**config.mk**
```make
export PLATFORM = sky130hd
export DESIGN_NAME = trobv_ram
export DESIGN_NICKNAME = d
export VERILOG_FILES = /design/src/hdl/trobv_ram.sv
export SDC_FILE = /design/constraint.sdc
export NUM_CORES = 1
export LEC_CHECK = 0
export ABC_AREA = 1
export ABC_CLOCK_PERIOD_IN_PS = 1300
export BUFFER_PORTS_ARGS = -buffer_cell sky130_fd_sc_hd__buf_2
export CELL_PAD_IN_SITES_DETAIL_PLACEMENT = 0
export CELL_PAD_IN_SITES_GLOBAL_PLACEMENT = 1
export CORE_MARGIN = 5
export CORE_UTILIZATION = 40
export DETAILED_ROUTE_END_ITERATION = 7
export GPL_ROUTABILITY_DRIVEN = 0
export HOLD_SLACK_MARGIN = 0.08
export PLACE_DENSITY_LB_ADDON = 0.2
export SLEW_MARGIN = 30
export SYNTH_ARGS = -nofsm -noshare
export SYNTH_HDL_FRONTEND = slang
export SYNTH_SLANG_ARGS = --single-unit
```
**constraint.sdc**
```tcl
create_clock -name i_clk -period 1.3 [get_ports i_clk]
set_input_delay 0.13 -clock i_clk [delete_from_list [all_inputs] [get_ports i_clk]]
set_output_delay 0.13 -clock i_clk [all_outputs]
set_load 0.05 [all_outputs]
```
**src/hdl/trobv_ram.sv**
```systemverilog
// Generic single-write, single-read RAM with registered read data.
// No dependencies.
module trobv_ram #(
    parameter int W = 8,
    parameter int D = 16,
    localparam int AW = (D > 1) ? $clog2(D) : 1
) (
    input  logic          i_clk,
    input  logic          i_we,
    input  logic [AW-1:0] i_waddr,
    input  logic [W-1:0]  i_wdata,
    input  logic          i_re,
    input  logic [AW-1:0] i_raddr,
    output logic [W-1:0]  o_rdata
);
    logic [W-1:0] mem [D];
    logic [W-1:0] r_rdata;

    always_ff @(posedge i_clk) begin
        if (i_we) begin
            mem[i_waddr] <= i_wdata;
        end
        if (i_re) begin
            r_rdata <= mem[i_raddr];
        end
    end

    assign o_rdata = r_rdata;
endmodule

```
# Yosys cells after proc, flatten, opt, wreduce, memory -nomap -nowiden
# Memories as Yosys holds them, arrays and structs flattened. A register that Yosys moved wholly into a read port is not among the register bits.
# Cells that the tools add are included.
# totals
wordCells	3
register_bits	0
ramBits	128
n_memories	1
inputBits	19
output_inout_bits	8
# mem_list
memory	depth	word_bits	read_ports	rd_clocked_by_memory_dff	write_ports	line	rtl
mem	16	8	1	1	1	16	logic [W-1:0] mem [D];
# classes
mux	2
# op_table
operator	count
1-bit two-way mux	2

# Longest topological paths before layout
# logic_depth
depth_word	2
depth_mapped	8
depth_no_buf	7

# Worst setup path after synthesis
# Ideal clock, no wire load.
# synth_timing
path_kind	input to register
from	input i_waddr[2]
to	memory mem[10][0] (enable)
setup_slack_ps	219
required_ps	930
setup_ps	370
t_arrival_ps	711
path_stages	2
n_path_buf	0
path_cell_list	nand3b_1 nor2_1
# synth_lines
element	line	rtl
start: declaration	10	input logic [AW-1:0] i_waddr,
end: declaration	16	
# Straight into the memory's write port.

# Worst setup path in the final report
# layout_timing
from	register r_rdata[4] (netlist: o_rdata[4]) (read register of mem)
to	output o_rdata[4]
# layout_lines
element	line	rtl
start: declaration	17	logic [W-1:0] r_rdata;
end: declaration	14	output logic [W-1:0] o_rdata
# No word-level cell between the ends.

==> impl_metrics.csv <==
group,metric,value,unit
timing,rsz0062_at_grt,"false",
global_routing,grt_pass1_vias,3739,
timing,hold_ws,0.121,ns
timing,final.setup.tns,0,ns
clock_network,cts_tree,"built",
final_layout,n_antenna_cell,0,
clock_network,cts_buffers,17,
logic_synthesis,syn_area,0.00585,mm2
critical_path,cp_cell_sequence,"buf_2",
critical_path,end_kind,"output port",
global_routing,groute.usage.overall,0.183,
critical_path,cp_num_buf_inv,1,
final_layout,syn_to_final_growth,18.8,%
place,io_buffer_count,26,
logic_synthesis,yosysMostFrequentCell,"nand2_1",
logic_synthesis,yosys-top-cells-count,"nand2_1, edfxtp_1, inv_1",
power,power.density_cell_area,1490,mW/mm2
logic_synthesis,yosys_warnings,0,
timing,tightest_slew,0.379,ns
final_layout,fin_util,0.481,
drt,drt-total-wl,14400,um
logic_synthesis,ys_seq_elements,136,
place,hpwlAfterDp,9360,um
clock_network,post_cts_buffers,0,
logic_synthesis,synth_compound_area_frac,0,
clock_network,clockBufferDepth,2,
timing,final.period_utilization,0.953,
critical_path,start_kind,"register",
drt,drcViolationCount,0,
run,maxCapViolCount,0,
timing,final-hold-violation-count,0,
critical_path,path_delay_family,"flip-flops",
logic_synthesis,ys_async_sr_fraction,0,
global_routing,grt_remaining_overflow,0,
drt,post_drt_wl_per_cell,18.0,um
timing,relSlewSlack,0.747,
power,peakVddDrop,769,uV
status,status,"complete, no violations",
timing,slew_violations,0,
logic_synthesis,synth.avg_cell_area,10.6,um2
logic_synthesis,synth_seq_area_share,0.698,
final_layout,nets,624,
logic_synthesis,synth_edf_count,136,
place,post-place-ws,-0.0840,ns
logic_synthesis,yosysTopAreaCell,"edfxtp_1",
logic_synthesis,synth_nets,570,
timing,fmax,807,MHz
critical_path,critPathRequiredTime,1.17,ns
die,io_pins,27,
clock_network,root_buffer,"clkbuf_16",
clock_network,htree_levels,4,
global_routing,grt_max_degree,33,
logic_synthesis,yosysTopAreaCellShare,0.698,
final_layout,drive_gt1_frac,0.138,
timing,period_needed,1.24,ns
global_routing,antenna_found_initial,0,
logic_synthesis,synthAdderAreaFrac,0,
critical_path,path_class,"register to output port",
clock_network,clock_latency,0.41,ns
timing,finClkSkew,0.00636,ns
clock_network,hold_buffers,0,
clock_network,cts_resized,0,
timing,setup_viol_count_final,0,
logic_synthesis,synth_cell_type_count,11,
worst_hold_path,min_path_type,"input port to register",
drt,ant_nets,0,
die,rows,44,
global_routing,grt_pass1_wl,22500,um
final_layout,layoutNonFillerInstCount,802,
power,p_leak,3.01,nW
clock_network,clkSinkCount,136,
die,dieHeight,131,um
logic_synthesis,synthSimpleGateAreaFrac,0.208,
die,die_area,0.0171,mm2
critical_path,crit_path_max_fanout,1,
drt,viasPerCell,4.73,
place,post-place-cells,770,
drt,vias,3797,
place,placed_area,0.00638,mm2
critical_path,cpPeakStageDelay,0.40,ns
critical_path,crit_slowest_cell,"edfxtp_1",
drt,dr.pass1.iters,5,
final_layout,design_area,0.00694,mm2
die,die_w,131,um
logic_synthesis,synth_top_flop_cell,"edfxtp_1",
logic_synthesis,synth_area_leaders,"edfxtp_1, nand2_1, nand3_1",
die,coreArea,0.0144,mm2
logic_synthesis,netlist_instances,551,
logic_synthesis,synth-xor-area-share,0,
final_layout,fillCellCount,1342,
die,initial_core_util,0.405,
timing,setup_ws,0.0612,ns
critical_path,worstPathArrival,1.11,ns
logic_synthesis,synth_top_family_by_area,"simple AND/OR/NAND/NOR gates",
drt,drtIter0Drc,289,
logic_synthesis,synth_mux_area_frac,0,
power,power.total,10.4,mW
clock_network,clkTransAtPathRegs,0.06,ns
==> cells in the final DEF (no fill, tap or decap) <==
cell	n
nor2_1	17
bufinv_16	3
buf_4	26
buf_2	26
clkbuf_1	2
nand2_1	173
buf_12	7
inv_1	100
clkinv_1	6
inv_2	2
nand3_1	97
nand3b_1	2
clkinv_2	3
clkinvlp_4	1
edfxtp_1	136
clkbuf_16	17
==> path summary, 6_finish.rpt <==
check | start | end | slack, ns | depth (start not counted)
setup / recovery | o_rdata[4]$_DFFE_PP_ | o_rdata[4] | 0.06 | 1
hold reg to reg | mem[10][7]$_DFFE_PP_ | o_rdata[7]$_DFFE_PP_ | 0.74 | 6
hold / removal | i_re | o_rdata[0]$_DFFE_PP_ | 0.12 | 1
setup reg to reg | mem[1][2]$_DFFE_PP_ | o_rdata[2]$_DFFE_PP_ | 0.13 | 6
==> cells by family (layout without fill, tap and decap cells) <==
group                  count (synthesis)  after routing
DFF                                  136            136
and+or+nand+nor                      289            289
buffers and inverters                126            193
==> layer usage <==
layer  vias up  GRT usage  share of wire
met5         -          0              0
met4         0     0.0472         0.0071
met3         7     0.0472          0.050
met2       111      0.277           0.47
met1      1787      0.266           0.48
li1       1892          -              -
==> power by group <==
group,internal (mW),switching (mW)
combinational,0.219,0.513
sequential,4.94,0.0321
clock,2.96,1.70
total,8.12,2.25
==> registers in the layout, indices dropped and copies added, names as in the netlist <==
name	flops
mem	128
o_rdata	8
==> cell type report <==
cell class	instances	area [um2]	share of cell area
sequential	136	4080	0.588
multi-input combinational	289	1210	0.175
timing repair buffer	59	465	0.0670
clock buffer	19	433	0.0623
inverter	102	383	0.0551
tap	184	230	0.0332
clock inverter	13	135	0.0195
Power figures use the tool's default switching activity.
